File: src/rtl/core/mgg_pkg.sv
// Package with types, constants and calendar tables of the month grid generator.
package mgg_pkg;

    localparam int YEAR_W  = 14;
    localparam int MONTH_W = 4;
    localparam int DAY_W   = 5;
    localparam int IDX_W   = 6;

    localparam int GRID_CELLS = 42;
    localparam logic [IDX_W-1:0] LAST_CELL = IDX_W'(GRID_CELLS - 1);

    // Reciprocal constants: floor(x * MUL >> SHIFT) equals x / divisor over the used range.
    localparam int DIV100_MUL   = 5243;
    localparam int DIV100_SHIFT = 19;
    localparam int DIV7_MUL     = 37450;
    localparam int DIV7_SHIFT   = 18;

    // Bias that keeps the year before the first of the month non-negative.
    localparam int YEAR_BIAS = 400;

    localparam logic [MONTH_W-1:0] MONTH_JAN = 4'd1;
    localparam logic [MONTH_W-1:0] MONTH_MAR = 4'd3;
    localparam logic [MONTH_W-1:0] MONTH_DEC = 4'd12;

    // Configuration register indexes.
    typedef enum logic [2:0] {
        CFG_TODAY_YEAR     = 3'd0,
        CFG_TODAY_MONTH    = 3'd1,
        CFG_TODAY_DAY      = 3'd2,
        CFG_SEL_YEAR       = 3'd3,
        CFG_SEL_MONTH      = 3'd4,
        CFG_SEL_DAY        = 3'd5,
        CFG_SEL_PRESENT    = 3'd6
    } t_cfg_addr;

    typedef struct packed {
        logic [YEAR_W-1:0]  today_year;
        logic [MONTH_W-1:0] today_month;
        logic [DAY_W-1:0]   today_day;
        logic [YEAR_W-1:0]  sel_year;
        logic [MONTH_W-1:0] sel_month;
        logic [DAY_W-1:0]   sel_day;
        logic               sel_present;
    } t_cfg;

    // Per-request layout values handed from the month stages to the sequencer.
    typedef struct packed {
        logic [YEAR_W-1:0]  year;
        logic [MONTH_W-1:0] month;
        logic [YEAR_W-1:0]  prev_year;
        logic [MONTH_W-1:0] prev_mon;
        logic [YEAR_W-1:0]  next_year;
        logic [MONTH_W-1:0] next_mon;
        logic [2:0]         first_wday;
        logic [IDX_W-1:0]   month_end;
        logic [IDX_W-1:0]   prev_base;
    } t_month_params;

    // One finished grid cell.
    typedef struct packed {
        logic [IDX_W-1:0]   index;
        logic [YEAR_W-1:0]  year;
        logic [MONTH_W-1:0] month;
        logic [DAY_W-1:0]   day;
        logic               in_month;
        logic               today_hit;
        logic               sel_hit;
        logic               last;
    } t_cell;

    // Month key of the weekday formula.
    function automatic logic [2:0] month_offset(input logic [MONTH_W-1:0] m);
        logic [2:0] r;
        case (m)
            4'd1:    r = 3'd0;
            4'd2:    r = 3'd3;
            4'd3:    r = 3'd2;
            4'd4:    r = 3'd5;
            4'd5:    r = 3'd0;
            4'd6:    r = 3'd3;
            4'd7:    r = 3'd5;
            4'd8:    r = 3'd1;
            4'd9:    r = 3'd4;
            4'd10:   r = 3'd6;
            4'd11:   r = 3'd2;
            4'd12:   r = 3'd4;
            default: r = 3'd0;
        endcase
        return r;
    endfunction

    // Length of a month; February grows to 29 days in a leap year.
    function automatic logic [DAY_W-1:0] month_days(input logic [MONTH_W-1:0] m,
                                                    input logic leap);
        logic [DAY_W-1:0] r;
        case (m)
            4'd2:                          r = leap ? 5'd29 : 5'd28;
            4'd4, 4'd6, 4'd9, 4'd11:       r = 5'd30;
            default:                       r = 5'd31;
        endcase
        return r;
    endfunction

endpackage

File: src/rtl/core/mgg_month_params.sv
// Four-stage pipeline that derives weekday, month lengths and neighbors of a requested month.
module mgg_month_params (
    input  logic                            i_clk,
    input  logic                            i_rst_n,
    input  logic                            i_valid,
    output logic                            o_ready,
    input  logic [mgg_pkg::YEAR_W-1:0]      i_year,
    input  logic [mgg_pkg::MONTH_W-1:0]     i_month,
    output logic                            o_valid,
    input  logic                            i_ready,
    output mgg_pkg::t_month_params          o_params
);

    logic en1, en2, en3, en4;
    logic r_v1, r_v2, r_v3, r_v4;

    // Stage 1: bias the year and start both divisions by 100.
    logic                        n_s1_month_ok;
    logic                        n_s1_early;
    logic [14:0]                 n_s1_yy;
    logic [26:0]                 n_s1_prod_y;
    logic [26:0]                 n_s1_prod_yy;
    logic [mgg_pkg::YEAR_W-1:0]  r_s1_year;
    logic [mgg_pkg::MONTH_W-1:0] r_s1_month;
    logic [14:0]                 r_s1_yy;
    logic [26:0]                 r_s1_prod_y;
    logic [26:0]                 r_s1_prod_yy;

    // Stage 2: leap year, month lengths and the weekday sum.
    logic [7:0]                  n_s2_qy;
    logic [7:0]                  n_s2_qyy;
    logic [13:0]                 n_s2_rem;
    logic                        n_s2_leap;
    logic [mgg_pkg::MONTH_W-1:0] n_s2_prev_mon;
    logic [14:0]                 n_s2_sum;
    logic [mgg_pkg::YEAR_W-1:0]  r_s2_year;
    logic [mgg_pkg::MONTH_W-1:0] r_s2_month;
    logic [mgg_pkg::DAY_W-1:0]   r_s2_dim;
    logic [mgg_pkg::DAY_W-1:0]   r_s2_pdim;
    logic [14:0]                 r_s2_sum;

    // Stage 3: reciprocal multiply for the weekday modulo 7.
    logic [30:0]                 n_s3_prod7;
    logic [mgg_pkg::YEAR_W-1:0]  r_s3_year;
    logic [mgg_pkg::MONTH_W-1:0] r_s3_month;
    logic [mgg_pkg::DAY_W-1:0]   r_s3_dim;
    logic [mgg_pkg::DAY_W-1:0]   r_s3_pdim;
    logic [14:0]                 r_s3_sum;
    logic [30:0]                 r_s3_prod7;

    // Stage 4: weekday and the layout boundaries.
    logic [12:0]                 n_s4_q7;
    logic [2:0]                  n_s4_wday;
    mgg_pkg::t_month_params      n_s4_params;
    mgg_pkg::t_month_params      r_s4_params;

    // A stage takes new data when it is empty or its content moves on.
    assign en4     = !r_v4 || i_ready;
    assign en3     = !r_v3 || en4;
    assign en2     = !r_v2 || en3;
    assign en1     = !r_v1 || en2;
    assign o_ready = en1;

    always_ff @(posedge i_clk) begin
        if (!i_rst_n) begin
            r_v1 <= 1'b0;
            r_v2 <= 1'b0;
            r_v3 <= 1'b0;
            r_v4 <= 1'b0;
        end else begin
            if (en1) begin
                r_v1 <= i_valid && n_s1_month_ok;
            end
            if (en2) begin
                r_v2 <= r_v1;
            end
            if (en3) begin
                r_v3 <= r_v2;
            end
            if (en4) begin
                r_v4 <= r_v3;
            end
        end
    end

    // Requests with a month outside January..December produce no grid.
    assign n_s1_month_ok = (i_month >= mgg_pkg::MONTH_JAN) && (i_month <= mgg_pkg::MONTH_DEC);
    assign n_s1_early    = (i_month < mgg_pkg::MONTH_MAR);
    assign n_s1_yy       = 15'(i_year) + 15'(mgg_pkg::YEAR_BIAS) - {14'd0, n_s1_early};
    assign n_s1_prod_y   = 27'(i_year) * 27'(mgg_pkg::DIV100_MUL);
    assign n_s1_prod_yy  = 27'(n_s1_yy) * 27'(mgg_pkg::DIV100_MUL);

    always_ff @(posedge i_clk) begin
        if (en1) begin
            r_s1_year    <= i_year;
            r_s1_month   <= i_month;
            r_s1_yy      <= n_s1_yy;
            r_s1_prod_y  <= n_s1_prod_y;
            r_s1_prod_yy <= n_s1_prod_yy;
        end
    end

    // Leap rule from the quotient and remainder by 100.
    assign n_s2_qy   = r_s1_prod_y[26:mgg_pkg::DIV100_SHIFT];
    assign n_s2_qyy  = r_s1_prod_yy[26:mgg_pkg::DIV100_SHIFT];
    assign n_s2_rem  = r_s1_year - 14'(14'(n_s2_qy) * 14'd100);
    assign n_s2_leap = (r_s1_year[1:0] == 2'b00)
                    && ((n_s2_rem != 14'd0) || (n_s2_qy[1:0] == 2'b00));
    assign n_s2_prev_mon = (r_s1_month == mgg_pkg::MONTH_JAN) ? mgg_pkg::MONTH_DEC
                                                              : r_s1_month - 4'd1;
    // The previous month shares the leap flag whenever it is February.
    assign n_s2_sum  = r_s1_yy + {2'b00, r_s1_yy[14:2]} - 15'(n_s2_qyy) + 15'(n_s2_qyy[7:2])
                     + 15'(mgg_pkg::month_offset(r_s1_month)) + 15'd1;

    always_ff @(posedge i_clk) begin
        if (en2) begin
            r_s2_year  <= r_s1_year;
            r_s2_month <= r_s1_month;
            r_s2_dim   <= mgg_pkg::month_days(r_s1_month, n_s2_leap);
            r_s2_pdim  <= mgg_pkg::month_days(n_s2_prev_mon, n_s2_leap);
            r_s2_sum   <= n_s2_sum;
        end
    end

    assign n_s3_prod7 = 31'(r_s2_sum) * 31'(mgg_pkg::DIV7_MUL);

    always_ff @(posedge i_clk) begin
        if (en3) begin
            r_s3_year  <= r_s2_year;
            r_s3_month <= r_s2_month;
            r_s3_dim   <= r_s2_dim;
            r_s3_pdim  <= r_s2_pdim;
            r_s3_sum   <= r_s2_sum;
            r_s3_prod7 <= n_s3_prod7;
        end
    end

    // Weekday of the first, then where each part of the grid begins.
    always_comb begin
        n_s4_q7   = r_s3_prod7[30:mgg_pkg::DIV7_SHIFT];
        n_s4_wday = 3'(r_s3_sum - 15'(15'(n_s4_q7) * 15'd7));
        n_s4_params.year       = r_s3_year;
        n_s4_params.month      = r_s3_month;
        n_s4_params.prev_year  = (r_s3_month == mgg_pkg::MONTH_JAN) ? r_s3_year - 14'd1
                                                                    : r_s3_year;
        n_s4_params.prev_mon   = (r_s3_month == mgg_pkg::MONTH_JAN) ? mgg_pkg::MONTH_DEC
                                                                    : r_s3_month - 4'd1;
        n_s4_params.next_year  = (r_s3_month == mgg_pkg::MONTH_DEC) ? r_s3_year + 14'd1
                                                                    : r_s3_year;
        n_s4_params.next_mon   = (r_s3_month == mgg_pkg::MONTH_DEC) ? mgg_pkg::MONTH_JAN
                                                                    : r_s3_month + 4'd1;
        n_s4_params.first_wday = n_s4_wday;
        n_s4_params.month_end  = 6'(n_s4_wday) + 6'(r_s3_dim);
        n_s4_params.prev_base  = 6'(r_s3_pdim) - 6'(n_s4_wday) + 6'd1;
    end

    always_ff @(posedge i_clk) begin
        if (en4) begin
            r_s4_params <= n_s4_params;
        end
    end

    assign o_valid  = r_v4;
    assign o_params = r_s4_params;

endmodule

File: src/rtl/core/mgg_cell_seq.sv
// Sequencer that holds one month layout and steps the cell index from 0 to 41.
module mgg_cell_seq (
    input  logic                            i_clk,
    input  logic                            i_rst_n,
    input  logic                            i_valid,
    output logic                            o_ready,
    input  mgg_pkg::t_month_params          i_params,
    output logic                            o_valid,
    input  logic                            i_ready,
    output mgg_pkg::t_month_params          o_params,
    output logic [mgg_pkg::IDX_W-1:0]       o_idx
);

    logic                        r_busy;
    logic                        n_busy;
    logic [mgg_pkg::IDX_W-1:0]   r_idx;
    logic [mgg_pkg::IDX_W-1:0]   n_idx;
    mgg_pkg::t_month_params      r_params;
    logic                        at_last;
    logic                        take;

    assign at_last = (r_idx == mgg_pkg::LAST_CELL);
    // A new layout loads while the last cell of the previous one leaves.
    assign o_ready = !r_busy || (i_ready && at_last);
    assign take    = o_ready && i_valid;

    always_comb begin
        n_busy = r_busy;
        n_idx  = r_idx;
        if (take) begin
            n_busy = 1'b1;
            n_idx  = '0;
        end else if (r_busy && i_ready) begin
            n_busy = !at_last;
            n_idx  = r_idx + 6'd1;
        end
    end

    always_ff @(posedge i_clk) begin
        if (!i_rst_n) begin
            r_busy <= 1'b0;
            r_idx  <= '0;
        end else begin
            r_busy <= n_busy;
            r_idx  <= n_idx;
        end
    end

    always_ff @(posedge i_clk) begin
        if (take) begin
            r_params <= i_params;
        end
    end

    assign o_valid  = r_busy;
    assign o_params = r_params;
    assign o_idx    = r_idx;

endmodule

File: src/rtl/core/mgg_cell_fmt.sv
// Two-stage cell formatter: date of the cell, then today and selection flags into the output register.
module mgg_cell_fmt (
    input  logic                            i_clk,
    input  logic                            i_rst_n,
    input  logic                            i_valid,
    output logic                            o_ready,
    input  mgg_pkg::t_month_params          i_params,
    input  logic [mgg_pkg::IDX_W-1:0]       i_idx,
    input  mgg_pkg::t_cfg                   i_cfg,
    output logic                            o_valid,
    input  logic                            i_ready,
    output mgg_pkg::t_cell                  o_cell
);

    logic           en_out, en1;
    logic           r_v1, r_v2;
    mgg_pkg::t_cell n_s1_cell;
    mgg_pkg::t_cell r_s1_cell;
    mgg_pkg::t_cell n_s2_cell;
    mgg_pkg::t_cell r_s2_cell;

    assign en_out  = !r_v2 || i_ready;
    assign en1     = !r_v1 || en_out;
    assign o_ready = en1;

    always_ff @(posedge i_clk) begin
        if (!i_rst_n) begin
            r_v1 <= 1'b0;
            r_v2 <= 1'b0;
        end else begin
            if (en1) begin
                r_v1 <= i_valid;
            end
            if (en_out) begin
                r_v2 <= r_v1;
            end
        end
    end

    // Pick the previous, current or next month by the cell position.
    always_comb begin
        n_s1_cell       = '0;
        n_s1_cell.index = i_idx;
        n_s1_cell.last  = (i_idx == mgg_pkg::LAST_CELL);
        if (i_idx < 6'(i_params.first_wday)) begin
            n_s1_cell.year  = i_params.prev_year;
            n_s1_cell.month = i_params.prev_mon;
            n_s1_cell.day   = 5'(i_params.prev_base + i_idx);
        end else if (i_idx < i_params.month_end) begin
            n_s1_cell.year     = i_params.year;
            n_s1_cell.month    = i_params.month;
            n_s1_cell.day      = 5'(i_idx - 6'(i_params.first_wday) + 6'd1);
            n_s1_cell.in_month = 1'b1;
        end else begin
            n_s1_cell.year  = i_params.next_year;
            n_s1_cell.month = i_params.next_mon;
            n_s1_cell.day   = 5'(i_idx - i_params.month_end + 6'd1);
        end
    end

    always_ff @(posedge i_clk) begin
        if (en1) begin
            r_s1_cell <= n_s1_cell;
        end
    end

    // Compare the cell date with today and with the selection.
    always_comb begin
        n_s2_cell = r_s1_cell;
        n_s2_cell.today_hit = (r_s1_cell.year == i_cfg.today_year)
                           && (r_s1_cell.month == i_cfg.today_month)
                           && (r_s1_cell.day == i_cfg.today_day);
        n_s2_cell.sel_hit = i_cfg.sel_present
                         && (r_s1_cell.year == i_cfg.sel_year)
                         && (r_s1_cell.month == i_cfg.sel_month)
                         && (r_s1_cell.day == i_cfg.sel_day);
    end

    always_ff @(posedge i_clk) begin
        if (en_out) begin
            r_s2_cell <= n_s2_cell;
        end
    end

    assign o_valid = r_v2;
    assign o_cell  = r_s2_cell;

endmodule

File: src/rtl/core/month_grid_generator_top.sv
// Top level of the month grid generator: configuration registers, stream ports and pipeline.
//
//  channel   direction  accepted when                        payload
//  s_axis    in         i_s_axis_tvalid & o_s_axis_tready    year, month of the grid
//  m_axis    out        o_m_axis_tvalid & i_m_axis_tready    one grid cell per word
//  cfg       in         i_cfg_we                             register i_cfg_addr
//
// Each request yields 42 output words, one per cycle while the output is ready; the cell
// sequencer sets that rate, so in steady state a request is taken as each grid completes.
// The first cell passes seven register stages before it is offered: 4 month stages,
// the sequencer, the date stage and the output register.
// A stalled output freezes the stages behind it; nothing is lost or repeated.
// Synchronous active-low reset empties the stages; today is 2000-01-01, no selection.
module month_grid_generator_top (
    input  logic        i_clk,
    input  logic        i_rst_n,
    // Request: [13:0] grid_year, [17:14] grid_month, [23:18] zero.
    input  logic [23:0] i_s_axis_tdata,
    input  logic        i_s_axis_tvalid,
    output logic        o_s_axis_tready,
    // Cell: [5:0] cell_index, [19:6] cell_year, [23:20] cell_month, [28:24] cell_day,
    // [31:29] zero.
    output logic [31:0] o_m_axis_tdata,
    // Flags: [0] in_month, [1] today flag, [2] selection flag.
    output logic [2:0]  o_m_axis_tuser,
    output logic        o_m_axis_tlast,
    output logic        o_m_axis_tvalid,
    input  logic        i_m_axis_tready,
    input  logic        i_cfg_we,
    input  logic [2:0]  i_cfg_addr,
    input  logic [13:0] i_cfg_wdata
);

    mgg_pkg::t_cfg          r_cfg;
    mgg_pkg::t_month_params prm_params;
    logic                   prm_valid;
    logic                   seq_ready;
    mgg_pkg::t_month_params seq_params;
    logic [mgg_pkg::IDX_W-1:0] seq_idx;
    logic                   seq_valid;
    logic                   fmt_ready;
    mgg_pkg::t_cell         fmt_cell;

    // Configuration registers; indexes beyond the list are ignored.
    always_ff @(posedge i_clk) begin
        if (!i_rst_n) begin
            r_cfg.today_year  <= 14'd2000;
            r_cfg.today_month <= 4'd1;
            r_cfg.today_day   <= 5'd1;
            r_cfg.sel_year    <= 14'd0;
            r_cfg.sel_month   <= 4'd1;
            r_cfg.sel_day     <= 5'd1;
            r_cfg.sel_present <= 1'b0;
        end else if (i_cfg_we) begin
            case (i_cfg_addr)
                mgg_pkg::CFG_TODAY_YEAR:  r_cfg.today_year  <= i_cfg_wdata;
                mgg_pkg::CFG_TODAY_MONTH: r_cfg.today_month <= i_cfg_wdata[3:0];
                mgg_pkg::CFG_TODAY_DAY:   r_cfg.today_day   <= i_cfg_wdata[4:0];
                mgg_pkg::CFG_SEL_YEAR:    r_cfg.sel_year    <= i_cfg_wdata;
                mgg_pkg::CFG_SEL_MONTH:   r_cfg.sel_month   <= i_cfg_wdata[3:0];
                mgg_pkg::CFG_SEL_DAY:     r_cfg.sel_day     <= i_cfg_wdata[4:0];
                mgg_pkg::CFG_SEL_PRESENT: r_cfg.sel_present <= i_cfg_wdata[0];
                default: ;
            endcase
        end
    end

    // Month stages: weekday of the first and the month lengths.
    mgg_month_params u_params (
        .i_clk    (i_clk),
        .i_rst_n  (i_rst_n),
        .i_valid  (i_s_axis_tvalid),
        .o_ready  (o_s_axis_tready),
        .i_year   (i_s_axis_tdata[13:0]),
        .i_month  (i_s_axis_tdata[17:14]),
        .o_valid  (prm_valid),
        .i_ready  (seq_ready),
        .o_params (prm_params)
    );

    // Cell sequencer: walks the 42 grid positions of one layout.
    mgg_cell_seq u_seq (
        .i_clk    (i_clk),
        .i_rst_n  (i_rst_n),
        .i_valid  (prm_valid),
        .o_ready  (seq_ready),
        .i_params (prm_params),
        .o_valid  (seq_valid),
        .i_ready  (fmt_ready),
        .o_params (seq_params),
        .o_idx    (seq_idx)
    );

    // Cell formatter and output register.
    mgg_cell_fmt u_fmt (
        .i_clk    (i_clk),
        .i_rst_n  (i_rst_n),
        .i_valid  (seq_valid),
        .o_ready  (fmt_ready),
        .i_params (seq_params),
        .i_idx    (seq_idx),
        .i_cfg    (r_cfg),
        .o_valid  (o_m_axis_tvalid),
        .i_ready  (i_m_axis_tready),
        .o_cell   (fmt_cell)
    );

    assign o_m_axis_tdata = {3'b000, fmt_cell.day, fmt_cell.month, fmt_cell.year,
                             fmt_cell.index};
    assign o_m_axis_tuser = {fmt_cell.sel_hit, fmt_cell.today_hit, fmt_cell.in_month};
    assign o_m_axis_tlast = fmt_cell.last;

endmodule

File: config.mk
export PLATFORM = sky130hd
export DESIGN_NAME = month_grid_generator_top
export DESIGN_NICKNAME = d
export VERILOG_FILES = /design/src/rtl/core/mgg_pkg.sv /design/src/rtl/core/mgg_month_params.sv /design/src/rtl/core/mgg_cell_seq.sv /design/src/rtl/core/mgg_cell_fmt.sv /design/src/rtl/core/month_grid_generator_top.sv
export SDC_FILE = /design/constraint.sdc
export NUM_CORES = 1
export LEC_CHECK = 0
export BUFFER_PORTS_ARGS = -buffer_cell sky130_fd_sc_hd__buf_2
export CAP_MARGIN = 20
export CORE_MARGIN = 5
export CORE_UTILIZATION = 51
export CTS_BUF_LIST = sky130_fd_sc_hd__clkbuf_4 sky130_fd_sc_hd__clkbuf_8
export DETAILED_ROUTE_END_ITERATION = 16
export MAX_ROUTING_LAYER = met4
export PLACE_DENSITY = 0.74
export SKIP_CTS_REPAIR_TIMING = 1
export SLEW_MARGIN = 0
export SYNTH_ARGS = -nofsm -noshare
export SYNTH_HDL_FRONTEND = slang
export SYNTH_SLANG_ARGS = --single-unit
export TNS_END_PERCENT = 100
File: constraint.sdc
create_clock -name i_clk -period 10.24 [get_ports i_clk]
set_clock_uncertainty 0.15 [all_clocks]
set_input_delay 1.536 -clock i_clk [delete_from_list [all_inputs] [get_ports i_clk]]
set_output_delay 1.536 -clock i_clk [all_outputs]
set_load 0.02 [all_outputs]
# [Word level (Yosys, flattened, before mapping)]
# Memory sizes are Yosys's and may differ from the RTL's. A register that Yosys moved wholly into a read port is not among the register bits.
# Cells that the tools add are included.
[classes] muxes=12 n_eq_ne=26 add_sub_neg=23 n_reduce_logical=42 bitwise_logic=1 order_cmp=5 multipliers=5
[op_table] cell="two-way mux 23 bit" n=2
[op_table] cell="multiplier 15 x 15 -> 30 bit, second input constant" n=1
[op_table] cell="== test 14 bit" n=2
[op_table] cell="two-way mux 14 bit" n=2
[op_table] cell="multiplier 14 x 13 -> 27 bit, second input constant" n=1
[op_table] cell="multiplier 15 x 13 -> 27 bit, second input constant" n=1
[op_table] cell="== test 4 bit, second input constant" n=5
[op_table] cell="case mux 5 bit (2 select lines)" n=2
[op_table] cell="== test 4 x 3 -> 1 bit, second input constant" n=4
[op_table] cell="adder 14 x 9 -> 15 bit, second input constant" n=1
[op_table] cell="adder 15 x 1 -> 15 bit, second input constant" n=1
[op_table] cell="adder 15 x 13 -> 15 bit" n=1
[op_table] cell="adder 15 x 3 -> 15 bit" n=1
[op_table] cell="adder 15 x 6 -> 15 bit" n=1
[op_table] cell="adder 5 x 1 -> 5 bit, second input constant" n=3
[op_table] cell="subtractor 15 x 1 -> 15 bit" n=1
[op_table] cell="subtractor 15 x 8 -> 15 bit" n=1
[op_table] cell="adder 14 x 1 -> 14 bit, second input constant" n=1
[op_table] cell="AND reduction 2 bit" n=7
[op_table] cell="nonzero test 14 bit" n=1
[op_table] cell="subtractor 14 x 1 -> 14 bit, second input constant" n=1
[op_table] cell="subtractor 14 bit" n=1
[op_table] cell="multiplier 13 x 3 -> 3 bit, second input constant" n=1
[op_table] cell="multiplier 8 x 5 -> 12 bit, second input constant" n=1
[op_table] cell="32 further kinds" n=71
[word_totals] ff_bits=451 mem_bits_ro=48 mem_count=1
[mem_list] name="(no name shown)" depth=16 word_bits=3 rd=1 rd_clocked_by_memory_dff=1 write_ports=0 line="mgg_pkg.sv:74" rtl="case (m)"

# [Longest topological paths before layout]
[logic_depth] word_depth=10 depth_mapped=34

# [Hierarchy]
# Synthesis repeated with hierarchy kept, for this count alone.
[hier_totals] hier_cells=2171 hier_area_um2=26342.8
[modules_own_cells] module="mgg_month_params" seq_area_each_um2=5635.4 area_per_inst_um2=18336.3 cells_per_inst=1590 n_inst=1
[modules_own_cells] module="mgg_cell_fmt" seq_area_each_um2=1961.9 area_per_inst_um2=3668.5 cells_per_inst=285 n_inst=1
[modules_own_cells] module="mgg_cell_seq" seq_area_each_um2=2212.1 area_per_inst_um2=2447.3 cells_per_inst=109 n_inst=1
[modules_own_cells] module="month_grid_generator_top" seq_area_each_um2=940.9 area_per_inst_um2=1890.6 cells_per_inst=187 n_inst=1

# [Least setup slack after synthesis]
# Ideal clock, no wire load.
[synth_timing] path_type="input -> register" start="input i_s_axis_tdata[15]" end="register u_params.r_s1_prod_yy[26], data pin" path_stages=32 setup_slack_ns=1.187 setup_ns=0.258 arrival_ns=8.645 required_ns=9.832 path_buffers=0 path_cell_list="a211oi_1 ha_1 inv_1 ha_1 inv_1 fa_1 nor2b_1 o21ai_1 nand2_1 a211o_1 a211o_1 a211o_1 a21oi_1 o21bai_1 xnor2_1 fa_1 ha_1 fa_1 fa_1 inv_1 fa_1 inv_1 ha_1 a21oi_2 a21boi_2 a311o_1 a221o_2 o211a_1 o21a_2 o21ai_2 nand2b_1 xnor2_1"
[synth_between] elab_chain_len=3
[synth_rtl] element="from (decl)" line="month_grid_generator_top.sv:18" rtl="input logic [23:0] i_s_axis_tdata,"
[synth_rtl] element="< comparator 4 x 2 -> 1 bit" line="mgg_month_params.sv:88" rtl="assign n_s1_early = (i_month < mgg_pkg::MONTH_MAR);"
[synth_rtl] element="subtractor 15 x 1 -> 15 bit" line="mgg_month_params.sv:89" rtl="assign n_s1_yy = 15'(i_year) + 15'(mgg_pkg::YEAR_BIAS) - {14'd0, n_s1_early};"
[synth_rtl] element="net u_params.n_s1_yy[13]" line="mgg_month_params.sv:20" rtl="logic [14:0] n_s1_yy;"
[synth_rtl] element="multiplier 15 x 13 -> 27 bit" line="mgg_month_params.sv:91" rtl="assign n_s1_prod_yy = 27'(n_s1_yy) * 27'(mgg_pkg::DIV100_MUL);"
[synth_rtl] element="net u_params.n_s1_prod_yy[26]" line="mgg_month_params.sv:22" rtl="logic [26:0] n_s1_prod_yy;"
[synth_rtl] element="to (signal assigned)" line="mgg_month_params.sv:99" rtl="r_s1_prod_yy <= n_s1_prod_yy;"
[synth_rtl] element="to (decl)" line="mgg_month_params.sv:27" rtl="logic [26:0] r_s1_prod_yy;"
# The timed path passes the listed nets, and every way through them passes these cells.
# A chain may end at the register's enable or synchronous reset.

# [Final worst setup path]
# Ends and elaborated chain as after synthesis.

==> results.txt <==
status: finished clean
Worst Hold Depth: 0
R2R Setup Slk: 5.01 ns
layout cells sized above 1: 9.10%
Clock Path Buffers: 3
Yosys warning total: 0
Max Cap Viol: 0
Reg-to-Reg End: u_params.r_s3_prod7[20]
Total Routed Length: 46,300 um
Slowest cell on crit path: fa_1
die width: 237 um
drt pass-1 iters: 5
top_reg_cell synth: edfxtp_1
die area: 56,100 sq um
Root Driver: clkbuf_8
Row Count: 83
sequential share of the synthesized area: 40.7%
f_max: 0.112 GHz
cell mode on critical path: inv_1
die height: 237 um
pre-CTS setup slack: 0.772 ns
Setup crit end kind: flip-flop
commonest cells after routing, fill and taps aside: inv_1, ha_1, edfxtp_1
H-tree lvl count: 2
Setup Viol. Count Final: 0
Placer Congestion: 0.873
GRT Util Overall: 17.3%
fin area: 28,700 sq um
CP Class: in2reg
clk sinks: 377
cell count after synthesis: 2,198
global-route wire length before repair: 78,900 um
core area: 51,200 sq um
biggest cell delay along the critical path: 0.54 ns
mapped cell area: 26,300 sq um
clk slew on worst S/H paths: 0.06 ns
WL/cell: 15.2 um
Skew-Pair Late Insertion Delay: 0.62 ns
CP startpoint kind: input port
Via Count: 15,481
period utilization: 87.3%
final antenna-violating net count: 0
final worst slack: 1.30 ns
Period minus WS final: 8.94 ns
min-delay src: u_params.o_params[54]
Starting DRT DRC Count: 680
Fin Setup TNS: 0 ns
WHS Endpoint: u_seq.o_params[54]
Buffers on Ports: 74
most common cell after layout, fill and taps aside: inv_1
hpwl dp: 36,900 um
CP required: 10.45 ns
RSZ-0062 raised after global routing: false
CP arrival: 9.15 ns
Via density: 5.09
Initial Utilization: 51.3%
DRC: 0
Slew @ Worst Pin: 1.03 ns
antenna violations before repair: 1
Post-Synthesis Mean Instance Area: 11.9 sq um
Post-synth EDFFs: 314
Distinct cells, synth: 72
CTS tree: built
#FFs+latches synth: 377
Placement Cell Area: 27,500 sq um
Worst Path Max Fanout: 6
Nets: 2,950
Synth area leader: edfxtp_1
top post-synthesis cells by area: edfxtp_1, ha_1, fa_1
largest net degree at the start of global routing: 70
Hold WC Path Type: reg2reg
CTS Buf Count: 58
Slew Limit Fails: 0
FF-to-FF Start: u_params.r_s2_sum[10]
I/O pin count: 84
share of the synthesized area in the top cell type: 35.9%
ys async rst share: 0%
crit path from: i_s_axis_tdata[15]
total gr overflow: 0
Final Hold Fails: 0
Layout area overhead: 9.45%
vias in the first global route: 16,634
Slew HR: 30.9%
R2R depth: 18
-- worst max path at each step --
stage | cells past startpoint | slack (ns) | to
2_1_floorplan | 32 | 1.19 | u_params.r_s1_prod_yy[26]
3_3_place_gp | 35 | 0.81 | u_params.r_s1_prod_yy[26]
3_5_place_dp | 34 | 0.77 | u_params.r_s1_prod_yy[26]
4_1_cts | 35 | 1.35 | u_params.r_s1_prod_yy[26]
5_1_grt | 35 | 0.91 | u_params.r_s1_prod_yy[26]
6_report | 35 | 1.30 | u_params.r_s1_prod_yy[26]
-- critical path, delay by kind of cell --
| kind | cells | cell delay (ns) |
|---|---|---|
| adder cells (fa/ha/maj) | 9 | 3.20 |
| buffers and inverters | 8 | 0.67 |
| XOR/XNOR | 2 | 0.27 |
| AO/OA/AOI/OAI | 12 | 3.03 |
| AND/OR/NAND/NOR | 4 | 0.46 |
-- layout make-up --
cell class	instances	area (sq um)
antenna	1	2.50
clock buffer	83	1040
clock inverter	25	221
fill	4106	22500
inverter	439	1650
multi-input combinational	1348	13800
sequential	377	10700
tap	680	851
timing repair buffer	90	510
-- cells by family (layout without fill, tap and decap cells) --
group | after synthesis | after routing | share of synthesized area (%)
AOI/OAI and AO/OA | 200 | 200 | 5.13
DFF | 377 | 377 | 40.7
adders and majority gates | 590 | 590 | 33.4
buffers and inverters | 475 | 637 | 6.87
and+or+nand+nor | 343 | 343 | 6.43
muxes | 50 | 50 | 1.97
xor gates and xnor gates | 162 | 162 | 5.45
other | 1 | 4 | 0.0143
-- sequential cells by signal, summed over array words and instances, names as in the netlist, 3 cells and up, named ones only --
name                   count
r_cfg                     47
u_fmt.n_s2_cell           31
u_fmt.o_cell              33
u_params.o_params         68
u_params.r_s1_month        4
u_params.r_s1_prod_y       9
u_params.r_s1_prod_yy      9
u_params.r_s1_year        13
u_params.r_s1_yy          14
u_params.r_s2_month        4
u_params.r_s2_sum         15
u_params.r_s2_year        14
u_params.r_s3_month        4
u_params.r_s3_prod7        3
u_params.r_s3_sum          3
u_params.r_s3_year        14
u_seq.o_idx                6
u_seq.o_params            68
-- metal layers --
metal  track usage, %  part of all wire, %  vias to the layer above  routed length, um
met5                -                    0                        -                  0
met4             5.72                  2.8                        0               1280
met3             2.52                  3.8                       97               1750
met2             30.0                   51                      273              23500
met1             21.0                   43                     7511              19800
li1                 -                    -                     7600                  -
-- cells in the mapped netlist, drive strengths merged (4+ instances only) --
master  instances
mux2i          49
o21bai          7
buf             7
nor2b          26
a21o           15
clkbuf         29
and3            9
o21a           13
o21ai          32
inv           439
nand2         107
a21oi          59
nand3          24
nand2b         11
nor3           26
ha            404
and2           10
a211o           7
nor4           15
a211oi          6
nor3b           6
or3             4
xnor2          95
fa            186
a31oi           5
edfxtp        314
nand4          19
a21boi         27
nor2           71
dfxtp          63
xor2           66
o211ai          6
-- stage by stage --
stage	instances	utilization (%)	hold WS, ns
3_5_place_dp	2933	53.6	0.255
2_1_floorplan	2200	-	0.250
6_report	3043	56.1	0.262
3_3_place_gp	2933	53.6	0.251
4_1_cts	3041	56.1	0.258
5_1_grt	3043	56.1	0.267
Power is not shown: default switching activity piles up to over one toggle a cycle in this logic, so the estimate is an artifact.
